[src/hw/rtl/mnrbs_pkg.sv]
// ----------------------------------------------------------------------------
// mnrbs_pkg
// Types, codes and lookup functions for the MIDI note router / bank stepper.
// ----------------------------------------------------------------------------
package mnrbs_pkg;

	localparam int CFG_INDEX_W = 2;
	localparam int CFG_DATA_W  = 7;

	localparam logic [CFG_INDEX_W-1:0] REG_KEY_OFFSET   = 2'd0;
	localparam logic [CFG_INDEX_W-1:0] REG_START_MEMORY = 2'd1;
	localparam logic [CFG_INDEX_W-1:0] REG_START_MODE   = 2'd2;

	localparam logic [1:0] KB_GREAT   = 2'd0;
	localparam logic [1:0] KB_SWELL   = 2'd1;
	localparam logic [1:0] KB_PEDAL   = 2'd2;
	localparam logic [1:0] KB_CONTROL = 2'd3;
	localparam logic [1:0] KB_NONE    = 2'd0;

	localparam logic [3:0] CONTROL_CHANNEL = 4'd9;

	localparam logic [1:0] CMD_NONE   = 2'd0;
	localparam logic [1:0] CMD_CANCEL = 2'd1;
	localparam logic [1:0] CMD_PREV   = 2'd2;
	localparam logic [1:0] CMD_NEXT   = 2'd3;

	localparam logic       EV_NOTE = 1'b0;
	localparam logic       EV_BANK = 1'b1;

	localparam logic signed [4:0] OFFSET_MIN = -5'sd12;
	localparam logic signed [4:0] OFFSET_MAX = 5'sd12;

	localparam logic [7:0] LOW_KEY        = 8'd36;
	localparam logic [7:0] HIGH_KEY       = 8'd96;
	localparam logic [7:0] HIGH_PEDAL     = 8'd67;
	// top octave bases: key folds to 85..96, pedal to 56..67
	localparam logic [7:0] KEY_TOP_BASE   = 8'd84;
	localparam logic [7:0] PEDAL_BASE_HI  = 8'd48;
	localparam logic [7:0] PEDAL_BASE_LO  = 8'd60;
	localparam logic [3:0] PEDAL_REM_SPLIT = 4'd8;

	typedef struct packed {
		logic       load;
		logic [6:0] memory;
		logic [3:0] mode;
	} bank_load_t;

	typedef struct packed {
		logic [6:0] memory;
		logic [3:0] mode;
	} bank_state_t;

	function automatic logic [1:0] route_keyboard(input logic [3:0] channel);
		logic [1:0] kb;
		case (channel) inside
			4'd0, 4'd1, 4'd2, 4'd10, 4'd13: kb = KB_SWELL;
			4'd3, 4'd4, 4'd5, 4'd11, 4'd14: kb = KB_GREAT;
			4'd6, 4'd7, 4'd8, 4'd12, 4'd15: kb = KB_PEDAL;
			default:                        kb = KB_CONTROL;
		endcase
		return kb;
	endfunction

	function automatic logic [1:0] drum_command(input logic [6:0] key);
		logic [1:0] cmd;
		case (key) inside
			[7'd27:7'd30], [7'd32:7'd34], 7'd39, 7'd49, [7'd51:7'd53],
			[7'd55:7'd57], [7'd59:7'd61], 7'd70, [7'd73:7'd75],
			7'd78, 7'd79, [7'd85:7'd87]:
				cmd = CMD_NEXT;
			7'd31, [7'd35:7'd38], 7'd40, 7'd41, 7'd43, 7'd45, 7'd47, 7'd48,
			7'd50, 7'd54, 7'd65, 7'd66, 7'd71, 7'd72, [7'd80:7'd84]:
				cmd = CMD_PREV;
			7'd42, 7'd44, 7'd46, 7'd58, [7'd62:7'd64], [7'd67:7'd69],
			7'd76, 7'd77:
				cmd = CMD_CANCEL;
			default:
				cmd = CMD_NONE;
		endcase
		return cmd;
	endfunction

	// v mod 12 from v mod 4 and v mod 3 (base-4 digit sum)
	function automatic logic [3:0] mod12(input logic [7:0] v);
		logic [3:0] s;
		logic [3:0] s3;
		logic [2:0] d;
		logic [1:0] t;
		s  = 4'(v[1:0]) + 4'(v[3:2]) + 4'(v[5:4]) + 4'(v[7:6]);
		s3 = (s >= 4'd9) ? s - 4'd9 : (s >= 4'd6) ? s - 4'd6 : (s >= 4'd3) ? s - 4'd3 : s;
		d  = 3'(s3[1:0]) + 3'd3 - 3'(v[1:0]);
		t  = (d >= 3'd3) ? 2'(d - 3'd3) : d[1:0];
		return {t, v[1:0]};
	endfunction

	function automatic logic [7:0] clamp_one(input logic [7:0] v, input logic [7:0] hi);
		logic [7:0] r;
		if (v < 8'd1) begin
			r = 8'd1;
		end else if (v > hi) begin
			r = hi;
		end else begin
			r = v;
		end
		return r;
	endfunction

endpackage

[src/hw/rtl/mnrbs_note_if.sv]
// ----------------------------------------------------------------------------
// mnrbs_note_if
// Valid/ready channel carrying one MIDI note event item.
// ----------------------------------------------------------------------------
interface mnrbs_note_if;
	logic       valid;
	logic       ready;
	logic [3:0] channel;
	logic [6:0] key_number;
	logic       is_on;

	modport source (output valid, output channel, output key_number, output is_on,
		input ready);
	modport sink (input valid, input channel, input key_number, input is_on,
		output ready);
endinterface

[src/hw/rtl/mnrbs_result_if.sv]
// ----------------------------------------------------------------------------
// mnrbs_result_if
// Valid/ready channel carrying one routed note or bank change item.
// ----------------------------------------------------------------------------
interface mnrbs_result_if;
	logic       valid;
	logic       ready;
	logic       event_kind;
	logic [1:0] keyboard;
	logic [6:0] mapped_key;
	logic       note_on;
	logic [6:0] bank_memory;
	logic [3:0] bank_mode;

	modport source (output valid, output event_kind, output keyboard, output mapped_key,
		output note_on, output bank_memory, output bank_mode, input ready);
	modport sink (input valid, input event_kind, input keyboard, input mapped_key,
		input note_on, input bank_memory, input bank_mode, output ready);
endinterface

[src/hw/rtl/mnrbs_cfg_regs.sv]
// ----------------------------------------------------------------------------
// mnrbs_cfg_regs
// Configuration registers with range clamping and bank load request.
// ----------------------------------------------------------------------------
module mnrbs_cfg_regs
	import mnrbs_pkg::*;
#(
	parameter int MAX_MEMORY       = 100,
	parameter int MODES_PER_MEMORY = 8
) (
	input  logic                   clk,
	input  logic                   arst_n,
	input  logic                   cfg_we,
	input  logic [CFG_INDEX_W-1:0] cfg_index,
	input  logic [CFG_DATA_W-1:0]  cfg_data,
	output logic signed [4:0]      key_offset,
	output bank_load_t             bank_load
);

	localparam logic [7:0] MAX_MEM_C  = 8'(MAX_MEMORY);
	localparam logic [7:0] MAX_MODE_C = 8'(MODES_PER_MEMORY);

	logic signed [4:0] key_offset_q;
	logic [6:0]        start_memory_q;
	logic [3:0]        start_mode_q;
	logic signed [4:0] offset_wr;
	logic [6:0]        mem_src;
	logic [3:0]        mode_src;
	logic [7:0]        mem_cl;
	logic [7:0]        mode_cl;

	always_comb begin
		offset_wr = $signed(cfg_data[4:0]);
		if (offset_wr < OFFSET_MIN) begin
			offset_wr = OFFSET_MIN;
		end else if (offset_wr > OFFSET_MAX) begin
			offset_wr = OFFSET_MAX;
		end
	end

	always_ff @(posedge clk or negedge arst_n) begin
		if (!arst_n) begin
			key_offset_q   <= '0;
			start_memory_q <= 7'd1;
			start_mode_q   <= 4'd1;
		end else if (cfg_we) begin
			unique case (cfg_index)
				REG_KEY_OFFSET:   key_offset_q   <= offset_wr;
				REG_START_MEMORY: start_memory_q <= cfg_data;
				REG_START_MODE:   start_mode_q   <= cfg_data[3:0];
				default: ;
			endcase
		end
	end

	always_comb begin
		mem_src  = (cfg_index == REG_START_MEMORY) ? cfg_data : start_memory_q;
		mode_src = (cfg_index == REG_START_MODE) ? cfg_data[3:0] : start_mode_q;
		mem_cl   = clamp_one({1'b0, mem_src}, MAX_MEM_C);
		mode_cl  = clamp_one({4'b0, mode_src}, MAX_MODE_C);
		bank_load.load   = cfg_we &&
			(cfg_index == REG_START_MEMORY || cfg_index == REG_START_MODE);
		bank_load.memory = mem_cl[6:0];
		bank_load.mode   = mode_cl[3:0];
	end

	assign key_offset = key_offset_q;

endmodule

[src/hw/rtl/mnrbs_key_fold.sv]
// ----------------------------------------------------------------------------
// mnrbs_key_fold
// Transposes a key with 8-bit wrap and folds it by octaves into range.
// ----------------------------------------------------------------------------
module mnrbs_key_fold
	import mnrbs_pkg::*;
(
	input  logic [6:0]        key_number,
	input  logic signed [4:0] key_offset,
	input  logic              pedal,
	output logic [6:0]        mapped_key
);

	logic [7:0] shifted;
	logic [3:0] rem;
	logic [7:0] folded;

	always_comb begin
		shifted = {1'b0, key_number} + {{3{key_offset[4]}}, key_offset};
		rem     = mod12(shifted);
		if (shifted < LOW_KEY) begin
			folded = LOW_KEY + {4'b0, rem};
		end else if (pedal && shifted > HIGH_PEDAL) begin
			folded = (rem >= PEDAL_REM_SPLIT) ? PEDAL_BASE_HI + {4'b0, rem}
				: PEDAL_BASE_LO + {4'b0, rem};
		end else if (!pedal && shifted > HIGH_KEY) begin
			folded = (rem == 4'd0) ? HIGH_KEY : KEY_TOP_BASE + {4'b0, rem};
		end else begin
			folded = shifted;
		end
		mapped_key = folded[6:0];
	end

endmodule

[src/hw/rtl/mnrbs_bank.sv]
// ----------------------------------------------------------------------------
// mnrbs_bank
// Combination bank state (memory, mode) and the drum command step.
// ----------------------------------------------------------------------------
module mnrbs_bank
	import mnrbs_pkg::*;
#(
	parameter int MAX_MEMORY       = 100,
	parameter int MODES_PER_MEMORY = 8
) (
	input  logic        clk,
	input  logic        arst_n,
	input  bank_load_t  bank_load,
	input  logic        step,
	input  logic [6:0]  key_number,
	output bank_state_t cur,
	output bank_state_t after
);

	localparam logic [7:0] MAX_MEM_C  = 8'(MAX_MEMORY);
	localparam logic [7:0] MAX_MODE_C = 8'(MODES_PER_MEMORY);

	logic [6:0] cur_memory_q;
	logic [3:0] cur_mode_q;
	logic [1:0] cmd;
	logic [7:0] mem_n;
	logic [7:0] mode_n;
	logic [7:0] mem_cl;
	logic [7:0] mode_cl;

	always_comb begin
		cmd    = drum_command(key_number);
		mem_n  = {1'b0, cur_memory_q};
		mode_n = {4'b0, cur_mode_q};
		case (cmd)
			CMD_CANCEL: mode_n = 8'd1;
			CMD_PREV: begin
				if (mode_n <= 8'd1) begin
					mode_n = MAX_MODE_C;
					mem_n  = (mem_n == 8'd0) ? 8'd0 : mem_n - 8'd1;
				end else begin
					mode_n = mode_n - 8'd1;
				end
			end
			CMD_NEXT: begin
				mode_n = mode_n + 8'd1;
				if (mode_n >= MAX_MODE_C) begin
					mode_n = 8'd1;
					mem_n  = mem_n + 8'd1;
				end
			end
			default: ;
		endcase
		mem_cl       = clamp_one(mem_n, MAX_MEM_C);
		mode_cl      = clamp_one(mode_n, MAX_MODE_C);
		after.memory = mem_cl[6:0];
		after.mode   = mode_cl[3:0];
		cur.memory   = cur_memory_q;
		cur.mode     = cur_mode_q;
	end

	always_ff @(posedge clk or negedge arst_n) begin
		if (!arst_n) begin
			cur_memory_q <= 7'd1;
			cur_mode_q   <= 4'd1;
		end else if (bank_load.load) begin
			cur_memory_q <= bank_load.memory;
			cur_mode_q   <= bank_load.mode;
		end else if (step) begin
			cur_memory_q <= after.memory;
			cur_mode_q   <= after.mode;
		end
	end

endmodule

[src/hw/rtl/midi_note_router_bank_stepper.sv]
// ----------------------------------------------------------------------------
// midi_note_router_bank_stepper
// Routes MIDI note items to keyboards with transposition and octave folding;
// control-channel note-ons step the combination bank and report its state.
//
//   channel     dir  payload                                            items
//   note_in     in   channel, key_number, is_on                         1/cycle
//   result_out  out  event_kind, keyboard, mapped_key, note_on,         0..1 per
//                    bank_memory, bank_mode                             item
//   cfg         in   cfg_we, cfg_index, cfg_data                        -
//
// One item per cycle sustained while result_out is not back-pressured; items pass the input
// register, then the result register. The bank step and key fold sit between the two.
// A control note-off is dropped at the result register.
// arst_n clears valids, config registers and bank state (memory 1, mode 1).
// Back-pressure on result_out stalls the result register and then the input.
// ----------------------------------------------------------------------------
module midi_note_router_bank_stepper
	import mnrbs_pkg::*;
#(
	parameter int MAX_MEMORY       = 100,
	parameter int MODES_PER_MEMORY = 8
) (
	input  logic                   clk,
	input  logic                   arst_n,
	mnrbs_note_if.sink             note_in,
	mnrbs_result_if.source         result_out,
	input  logic                   cfg_we,
	input  logic [CFG_INDEX_W-1:0] cfg_index,
	input  logic [CFG_DATA_W-1:0]  cfg_data
);

	logic              valid_s1;
	logic [3:0]        channel_s1;
	logic [6:0]        key_s1;
	logic              on_s1;
	logic              valid_s2;
	logic              kind_s2;
	logic [1:0]        kb_s2;
	logic [6:0]        mapped_s2;
	logic              on_s2;
	logic [6:0]        memory_s2;
	logic [3:0]        mode_s2;

	logic              adv_s1;
	logic              is_ctrl;
	logic              emit;
	logic              step;
	logic [1:0]        kb;
	logic [6:0]        mapped_key;
	logic signed [4:0] key_offset;
	bank_load_t        bank_load;
	bank_state_t       bank_cur;
	bank_state_t       bank_after;

	mnrbs_cfg_regs #(
		.MAX_MEMORY       (MAX_MEMORY),
		.MODES_PER_MEMORY (MODES_PER_MEMORY)
	) u_cfg (
		.clk        (clk),
		.arst_n     (arst_n),
		.cfg_we     (cfg_we),
		.cfg_index  (cfg_index),
		.cfg_data   (cfg_data),
		.key_offset (key_offset),
		.bank_load  (bank_load)
	);

	mnrbs_key_fold u_fold (
		.key_number (key_s1),
		.key_offset (key_offset),
		.pedal      (kb == KB_PEDAL),
		.mapped_key (mapped_key)
	);

	mnrbs_bank #(
		.MAX_MEMORY       (MAX_MEMORY),
		.MODES_PER_MEMORY (MODES_PER_MEMORY)
	) u_bank (
		.clk        (clk),
		.arst_n     (arst_n),
		.bank_load  (bank_load),
		.step       (step),
		.key_number (key_s1),
		.cur        (bank_cur),
		.after      (bank_after)
	);

	assign adv_s1        = !valid_s2 || result_out.ready;
	assign note_in.ready = !valid_s1 || adv_s1;
	assign kb            = route_keyboard(channel_s1);
	assign is_ctrl       = (channel_s1 == CONTROL_CHANNEL);
	assign emit          = valid_s1 && !(is_ctrl && !on_s1);
	assign step          = valid_s1 && adv_s1 && is_ctrl && on_s1;

	always_ff @(posedge clk or negedge arst_n) begin
		if (!arst_n) begin
			valid_s1 <= 1'b0;
		end else if (note_in.ready) begin
			valid_s1 <= note_in.valid;
		end
	end

	always_ff @(posedge clk) begin
		if (note_in.ready && note_in.valid) begin
			channel_s1 <= note_in.channel;
			key_s1     <= note_in.key_number;
			on_s1      <= note_in.is_on;
		end
	end

	always_ff @(posedge clk or negedge arst_n) begin
		if (!arst_n) begin
			valid_s2 <= 1'b0;
		end else if (adv_s1) begin
			valid_s2 <= emit;
		end
	end

	always_ff @(posedge clk) begin
		if (adv_s1 && emit) begin
			if (is_ctrl) begin
				kind_s2   <= EV_BANK;
				kb_s2     <= KB_NONE;
				mapped_s2 <= '0;
				on_s2     <= 1'b1;
				memory_s2 <= bank_after.memory;
				mode_s2   <= bank_after.mode;
			end else begin
				kind_s2   <= EV_NOTE;
				kb_s2     <= kb;
				mapped_s2 <= mapped_key;
				on_s2     <= on_s1;
				memory_s2 <= bank_cur.memory;
				mode_s2   <= bank_cur.mode;
			end
		end
	end

	assign result_out.valid       = valid_s2;
	assign result_out.event_kind  = kind_s2;
	assign result_out.keyboard    = kb_s2;
	assign result_out.mapped_key  = mapped_s2;
	assign result_out.note_on     = on_s2;
	assign result_out.bank_memory = memory_s2;
	assign result_out.bank_mode   = mode_s2;

endmodule

[src/flat_wrapper.sv]
// flat-port wrapper written by rule: the top's interface ports become plain ports
module midi_note_router_bank_stepper_flat import mnrbs_pkg::*;
#(
	parameter int MAX_MEMORY       = 100,
	parameter int MODES_PER_MEMORY = 8
)
  (clk, arst_n, cfg_we, cfg_index, cfg_data, note_in_valid, note_in_channel, note_in_key_number, note_in_is_on, note_in_ready, result_out_valid, result_out_event_kind, result_out_keyboard, result_out_mapped_key, result_out_note_on, result_out_bank_memory, result_out_bank_mode, result_out_ready);
  mnrbs_note_if note_in_i ();
  mnrbs_result_if result_out_i ();
  input  logic clk;
  input  logic arst_n;
  input  logic cfg_we;
  input  logic [CFG_INDEX_W-1:0] cfg_index;
  input  logic [CFG_DATA_W-1:0] cfg_data;
  input wire logic [$bits(note_in_i.valid)-1:0] note_in_valid;
  input wire logic [$bits(note_in_i.channel)-1:0] note_in_channel;
  input wire logic [$bits(note_in_i.key_number)-1:0] note_in_key_number;
  input wire logic [$bits(note_in_i.is_on)-1:0] note_in_is_on;
  output wire logic [$bits(note_in_i.ready)-1:0] note_in_ready;
  output wire logic [$bits(result_out_i.valid)-1:0] result_out_valid;
  output wire logic [$bits(result_out_i.event_kind)-1:0] result_out_event_kind;
  output wire logic [$bits(result_out_i.keyboard)-1:0] result_out_keyboard;
  output wire logic [$bits(result_out_i.mapped_key)-1:0] result_out_mapped_key;
  output wire logic [$bits(result_out_i.note_on)-1:0] result_out_note_on;
  output wire logic [$bits(result_out_i.bank_memory)-1:0] result_out_bank_memory;
  output wire logic [$bits(result_out_i.bank_mode)-1:0] result_out_bank_mode;
  input wire logic [$bits(result_out_i.ready)-1:0] result_out_ready;
  assign note_in_i.valid = note_in_valid;
  assign note_in_i.channel = note_in_channel;
  assign note_in_i.key_number = note_in_key_number;
  assign note_in_i.is_on = note_in_is_on;
  assign note_in_ready = note_in_i.ready;
  assign result_out_valid = result_out_i.valid;
  assign result_out_event_kind = result_out_i.event_kind;
  assign result_out_keyboard = result_out_i.keyboard;
  assign result_out_mapped_key = result_out_i.mapped_key;
  assign result_out_note_on = result_out_i.note_on;
  assign result_out_bank_memory = result_out_i.bank_memory;
  assign result_out_bank_mode = result_out_i.bank_mode;
  assign result_out_i.ready = result_out_ready;
  midi_note_router_bank_stepper #(.MAX_MEMORY(MAX_MEMORY), .MODES_PER_MEMORY(MODES_PER_MEMORY)) u_core (.clk(clk), .arst_n(arst_n), .note_in(note_in_i), .result_out(result_out_i), .cfg_we(cfg_we), .cfg_index(cfg_index), .cfg_data(cfg_data));
endmodule
[config.mk]
export PLATFORM = sky130hd
export DESIGN_NAME = midi_note_router_bank_stepper_flat
export DESIGN_NICKNAME = d
export VERILOG_FILES = /design/src/hw/rtl/mnrbs_pkg.sv /design/src/hw/rtl/mnrbs_note_if.sv /design/src/hw/rtl/mnrbs_result_if.sv /design/src/hw/rtl/mnrbs_cfg_regs.sv /design/src/hw/rtl/mnrbs_key_fold.sv /design/src/hw/rtl/mnrbs_bank.sv /design/src/hw/rtl/midi_note_router_bank_stepper.sv /design/src/flat_wrapper.sv
export SDC_FILE = /design/constraint.sdc
export NUM_CORES = 1
export LEC_CHECK = 0
export BUFFER_PORTS_ARGS = -buffer_cell sky130_fd_sc_hd__buf_2
export CORE_ASPECT_RATIO = 1.4
export CORE_MARGIN = 8
export CORE_UTILIZATION = 32
export CTS_BUF_LIST = sky130_fd_sc_hd__clkbuf_8
export DETAILED_ROUTE_END_ITERATION = 12
export SYNTH_ARGS = -nofsm -noshare
export SYNTH_HDL_FRONTEND = slang
export SYNTH_SLANG_ARGS = --single-unit
[constraint.sdc]
create_clock -name clk -period 17 [get_ports clk]
set_input_delay 0.85 -clock clk [delete_from_list [all_inputs] [get_ports clk]]
set_output_delay 0.85 -clock clk [all_outputs]
set_load 0.02 [all_outputs]
==> results.json, run 1 <==
{
  "status": "completed",
  "fin_area_sq_um": 5345,
  "cts_resized": 0,
  "area_growth_pct": 12.39,
  "holdWs_ps": 506.9,
  "finalMaxSlewViolations": 0,
  "clock_sinks": 63,
  "drtPass1Iterations": 4,
  "fillers": 1485,
  "critPathMaxStageDelay_ps": 750,
  "cp_max_fo": 19,
  "min_period_ps": 6812,
  "h-tree-depth": 3,
  "startpoint": "u_core.key_s1[1]",
  "vias_per_cell": 5.581,
  "initial_core_util_pct": 32.78,
  "cts_inserted_buffers": 9,
  "die_h_microns": 160.2,
  "setup_viol": 0,
  "wire_per_inst_microns": 17.46,
  "postCtsHoldBufs": 0,
  "wl_microns": 13110,
  "hold_violations": 0,
  "crit_family": "adder cells",
  "antenna_found_initial": 0,
  "cts_tree": "built",
  "critPathKind": "reg2reg",
  "maxCapViolations": 0,
  "cp_slowest_cell": "edfxtp_1",
  "grt_usage_pct": 13.70,
  "rsz0062_at_grt": "no",
  "cp.required_ps": 17090,
  "fin_skew_ps": 14.42,
  "globalplace.congestion": 0.9133,
  "grt_pass1_vias": 4197,
  "synth_edf_count": 34,
  "place_hpwl_microns": 10180,
  "ant_nets": 0,
  "fin_crit_sh_pct": 40.07,
  "syn_inst": 516,
  "hp-class": "reg2reg",
  "syn_area_per_cell_sq_um": 9.217,
  "worstPathBufferInverterCount": 4,
  "yosys_warnings": 0,
  "cts_root_buf": "clkbuf_8",
  "syn_nets": 572,
  "ys_seq_area_share_pct": 36.83,
  "core_sq_um": 14510,
  "io_buffers": 49,
  "ys_ff_latch": 63,
  "fmax_mhz": 146.8,
  "setup_tns_ps": 0,
  "path_clk_slew_ps": 80,
  "arrival_ps": 6910,
  "synth.most_common_cell": "nand2_1",
  "async_reset_ff_share_pct": 46.03,
  "synth.distinct_cells": 80,
  "via_count": 4191,
  "drtIter0Drc": 246,
  "row_count": 52,
  "cts_buffer_depth": 2,
  "cts_setup_buffers": 0,
  "yosys-top-cells-count": "nand2_1, a21oi_1, inv_1, edfxtp_1, nor2_1",
  "grt_max_degree": 30,
  "die_x_microns": 119.0,
  "post_dp_cell_area_sq_um": 5142,
  "final_nets": 613,
  "synthTopCellsByArea": "edfxtp_1, dfrtp_1, ha_1, a21oi_1, nand2_1",
  "grt.overflow.total": 0,
  "dieArea_sq_um": 19070,
  "synth_top_area_share_pct": 21.47,
  "end_kind": "flip-flop",
  "multiInputGateArea_sq_um": 2759,
  "syn_area_sq_um": 4756,
  "r2r_start": "u_core.key_s1[1]",
  "worstSetupStartpointType": "flip-flop",
  "min_from": "u_core.u_cfg.start_memory_q[2]",
  "ioPinCount": 50,
  "drc": 0,
  "diodes": 0,
  "synthFlopType": "edfxtp_1",
  "drive_gt1_share_pct": 17.08,
  "synth_top_area_cell": "edfxtp_1",
  "seqCellArea_sq_um": 1752,
  "clock_latency_ps": 350,
  "relSlewSlack_pct": 51.67,
  "tightest_slew_ps": 717.4,
  "grt_first_pass_wirelength_microns": 21290
}
[per-stage QoR]
step	setup WS [ps]	utilization [%]	std cells
finish	10190	36.84	751
global route	9715	36.84	751
CTS	10200	36.84	751
detailed placement	10210	35.44	735
global placement	10450	35.44	735
floorplan	10920	-	516
[layout make-up]
| cell class | instances | area share [%] |
|---|---|---|
| well taps | 189 | 4.424 |
| multi-input cells | 396 | 51.62 |
| inverters | 36 | 2.528 |
| clock buffers | 9 | 2.317 |
| flip-flops and latches | 63 | 32.77 |
| clock inverters | 7 | 1.475 |
| repair buffers | 51 | 4.869 |
[kinds of logic (layout without fill, tap and decap cells)]
logic type	Yosys count	after routing	share of synthesized area, %
multiplexers	20	20	4.420
flip-flops	63	63	36.83
AND/OR/NAND/NOR	165	165	17.84
XOR/XNOR	6	6	1.105
buffers and inverters	57	103	5.156
AO/OA/AOI/OAI	175	175	25.81
adder cells (fa/ha/maj)	30	30	8.840
[metal layers]
metal  global-route usage (%)  vias to the layer above  wire length [microns]
met5                        0                        -                      0
met4                    6.117                        0                    306
met3                    2.576                       23                    505
met2                    24.90                      109                   6931
met1                    14.98                     2034                   5370
li1                         -                     2025                      -
[cells in the final DEF (no fill, tap or decap), types with 4 or more instances in the layout]
| cell | Yosys | routed |
|---|---|---|
| buf_2 | 4 | 49 |
| nand2_1 | 47 | 47 |
| a21oi_1 | 38 | 38 |
| inv_1 | 36 | 36 |
| nor2_1 | 34 | 34 |
| edfxtp_1 | 34 | 34 |
| o21ai_0 | 30 | 30 |
| dfrtp_1 | 25 | 25 |
| ha_1 | 24 | 24 |
| nor3_1 | 13 | 13 |
| nand2b_1 | 12 | 12 |
| mux2i_1 | 12 | 12 |
| nand3_1 | 10 | 10 |
| o31ai_1 | 9 | 9 |
| clkbuf_8 | 0 | 9 |
| mux2_2 | 8 | 8 |
| a31oi_1 | 8 | 8 |
| a21o_1 | 7 | 7 |
| a211oi_1 | 7 | 7 |
| or2_2 | 7 | 7 |
| nor2b_1 | 7 | 7 |
| o211ai_1 | 7 | 7 |
| o21ai_1 | 7 | 7 |
| a22oi_1 | 7 | 7 |
| nand3b_1 | 6 | 6 |
| fa_1 | 6 | 6 |
| and2_1 | 5 | 5 |
| xnor2_1 | 4 | 4 |
| o22ai_1 | 4 | 4 |
| a41oi_1 | 4 | 4 |
| dfstp_2 | 4 | 4 |
[worst register-to-register path: stages (launching register included)]
cell      delay [ps]
edfxtp_1         750
ha_1             350
a21o_1           150
a21o_1           200
a211oi_1         310
o211a_1          230
inv_1            100
fa_1             540
inv_1             50
fa_1             450
ha_1             220
fa_1             570
mux2i_1          220
o21ai_0          120
xnor2_1          160
ha_1             160
inv_1             40
fa_1             500
inv_1             50
ha_1             200
nor3b_1          300
o21ai_0          270
and2_1           230
a21oi_1          190
a211o_1          140
a21oi_1           60
[sequential cells by signal (all words and copies together) (netlist names), 5 cells and up]
register and cells:
u_core.result_out.mapped_key 7, u_core.u_cfg.key_offset 5, u_core.result_out.bank_memory 7, u_core.u_cfg.start_memory_q 7
u_core.key_s1 7, u_core.u_bank.cur_memory_q 7
[path summary, 6_finish.rpt]
kind / to / slack, ps / cells past startpoint
max: u_core.result_out.mapped_key[5] / 10190 / 25
min: u_core.u_cfg.start_memory_q[2] / 510 / 1
max reg2reg: u_core.result_out.mapped_key[5] / 10190 / 25
min reg2reg: u_core.u_cfg.start_memory_q[2] / 510 / 1
max in group asynchronous: u_core.u_cfg.key_offset[4] / 16020 / 1
min in group asynchronous: u_core.u_bank.cur_memory_q[5] / 520 / 1
Power of run 1 is not shown: default switching activity piles up to over one toggle a cycle in this logic, so the estimate is an artifact.
==> run 2, diff against run 1 <==
clock period = 6.23 ns   (was 17 ns; I/O delays follow)
==> run 2 against run 1 <==
Against the previous run:
- register-to-register slack worse by 10000 ps
- largest cell class unchanged
- clock skew is 1.1 ps higher
- count of clock-buffer cells in the layout stayed put
- routed wire length is 4.2% higher
- first-iteration DRC count is 15% higher
- critical endpoint unchanged
- global-route usage is 0.53 points higher
==> results.json, run 2 (same netlist as run 1, synthesis figures left out) <==
{
  "clock_sinks": 63,
  "grt.overflow.total": 0,
  "status": "completed",
  "wl_microns": 13670,
  "finalMaxSlewViolations": 0,
  "drtIter0Drc": 283,
  "drt-met1-wl_microns": 5421,
  "arrival_ps": 6260,
  "via_count": 4289,
  "ioPinCount": 50,
  "drtPass1Iterations": 5,
  "initial_core_util_pct": 32.78,
  "rsz0062_at_grt": "yes",
  "fin_area_sq_um": 5587,
  "worstSetupStartpointType": "flip-flop",
  "cp.required_ps": 6460,
  "fin_skew_ps": 15.54,
  "setup_viol": 0,
  "dpl_worst_slack_ps": -51.02,
  "fmax_mhz": 165.8,
  "r2r_start": "u_core.key_s1[1]",
  "critPathMaxStageDelay_ps": 600,
  "cp_slowest_cell": "fa_2",
  "post_dp_cell_area_sq_um": 5240,
  "maxCapViolations": 0,
  "h-tree-depth": 3,
  "cts_root_buf": "clkbuf_8",
  "vias_per_cell": 5.570,
  "tightest_slew_ps": 759.2,
  "drc": 0,
  "grt_pass1_vias": 4201,
  "top_layer_used": "met4",
  "wire_per_inst_microns": 17.75,
  "final.setup.worst_slack_ps": 200.0,
  "clock_latency_ps": 370,
  "final_common_cell": "buf_2",
  "grt_usage_pct": 14.23,
  "ant_nets": 0,
  "dr_wl_met2_microns": 7152,
  "seqCellArea_sq_um": 1752,
  "dr_wl_met3_microns": 722,
  "fillers": 1457,
  "cts_tree": "built",
  "diodes": 0,
  "min_period_ps": 6030,
  "relSlewSlack_pct": 48.85,
  "cts_inserted_buffers": 9,
  "min_from": "note_in_channel[1]",
  "hp-class": "in2reg",
  "multiInputGateArea_sq_um": 2840,
  "grt_max_degree": 30,
  "cts_buffer_depth": 2,
  "dieArea_sq_um": 19070,
  "hold_violations": 0,
  "mostFrequentLayoutCells": "buf_2, nand2_1, a21oi_1, inv_1, edfxtp_1",
  "grt_first_pass_wirelength_microns": 21780,
  "area_growth_pct": 17.47,
  "whs_path_depth": 1,
  "row_count": 52,
  "path_clk_slew_ps": 90,
  "cp_max_fo": 4,
  "core_sq_um": 14510,
  "startpoint": "u_core.key_s1[1]",
  "antenna_found_initial": 0,
  "drive_gt1_share_pct": 22.55,
  "fin_crit_sh_pct": 96.79,
  "rr_worst_depth": 25,
  "globalplace.congestion": 0.8774,
  "io_buffers": 49,
  "place_hpwl_microns": 10370,
  "die_x_microns": 119.0,
  "die_h_microns": 160.2,
  "end_kind": "flip-flop",
  "critPathKind": "reg2reg",
  "final_nets": 632
}
==> run 2: worst max-delay path: cells and delay by family, from the launching register on <==
family | cells | cell delay [ps]
AOI/OAI and AO/OA | 7 | 1170
DFF | 1 | 430
and+or+nand+nor | 2 | 330
muxes | 1 | 210
xor gates and xnor gates | 2 | 410
adders and majority gates | 8 | 2990
buffers and inverters | 5 | 380
==> run 2: repair_timing <==
| item | in CTS | in global routing |
|---|---|---|
| setup endpoints to repair | 2 | 5 |
| resized for setup | 2 | 24 |
| endpoints found under the hold margin | 3 | 0 |
| pin swaps | 0 | 23 |
| hold buffers | 1 | 0 |
| buffers inserted | 0 | 5 |
==> run 2: final timing paths <==
kind                                                   end  slack [ps]
setup / recovery           u_core.result_out.mapped_key[5]         200
hold / removal                        u_core.channel_s1[1]         110
setup reg to reg           u_core.result_out.mapped_key[5]         200
hold reg to reg                 u_core.u_cfg.key_offset[3]         500
max in group asynchronous                  u_core.valid_s1        5250
min in group asynchronous    u_core.u_bank.cur_memory_q[5]         520
==> run 2: layout make-up <==
cell class | instances | area share, %
Clock buffer | 9 | 2.217
Clock inverter | 7 | 1.478
Inverter | 36 | 2.419
Multi-Input combinational cell | 396 | 50.84
Sequential cell | 63 | 31.35
Tap cell | 189 | 4.233
Timing Repair Buffer | 70 | 7.458
==> run 2: metal layers <==
| layer | vias to the layer above | track usage (%) |
|---|---|---|
| li1 | 2071 | - |
| met2 | 146 | 26.03 |
| met1 | 2047 | 15.43 |
| met4 | 0 | 5.193 |
| met3 | 25 | 3.352 |
| met5 | - | 0 |
==> run 2: stage by stage <==
step	TNS, ps	utilization [%]	hold WS [ps]	cells
6_report	0	38.50	110.4	770
5_1_grt	-62.11	38.50	84.64	770
4_1_cts	0	37.67	91.94	765
3_5_place_dp	-55.20	36.12	398.8	748
3_3_place_gp	0	36.12	388.1	748
2_1_floorplan	0	-	15.91	516
Power of run 2 is left out for the same reason.
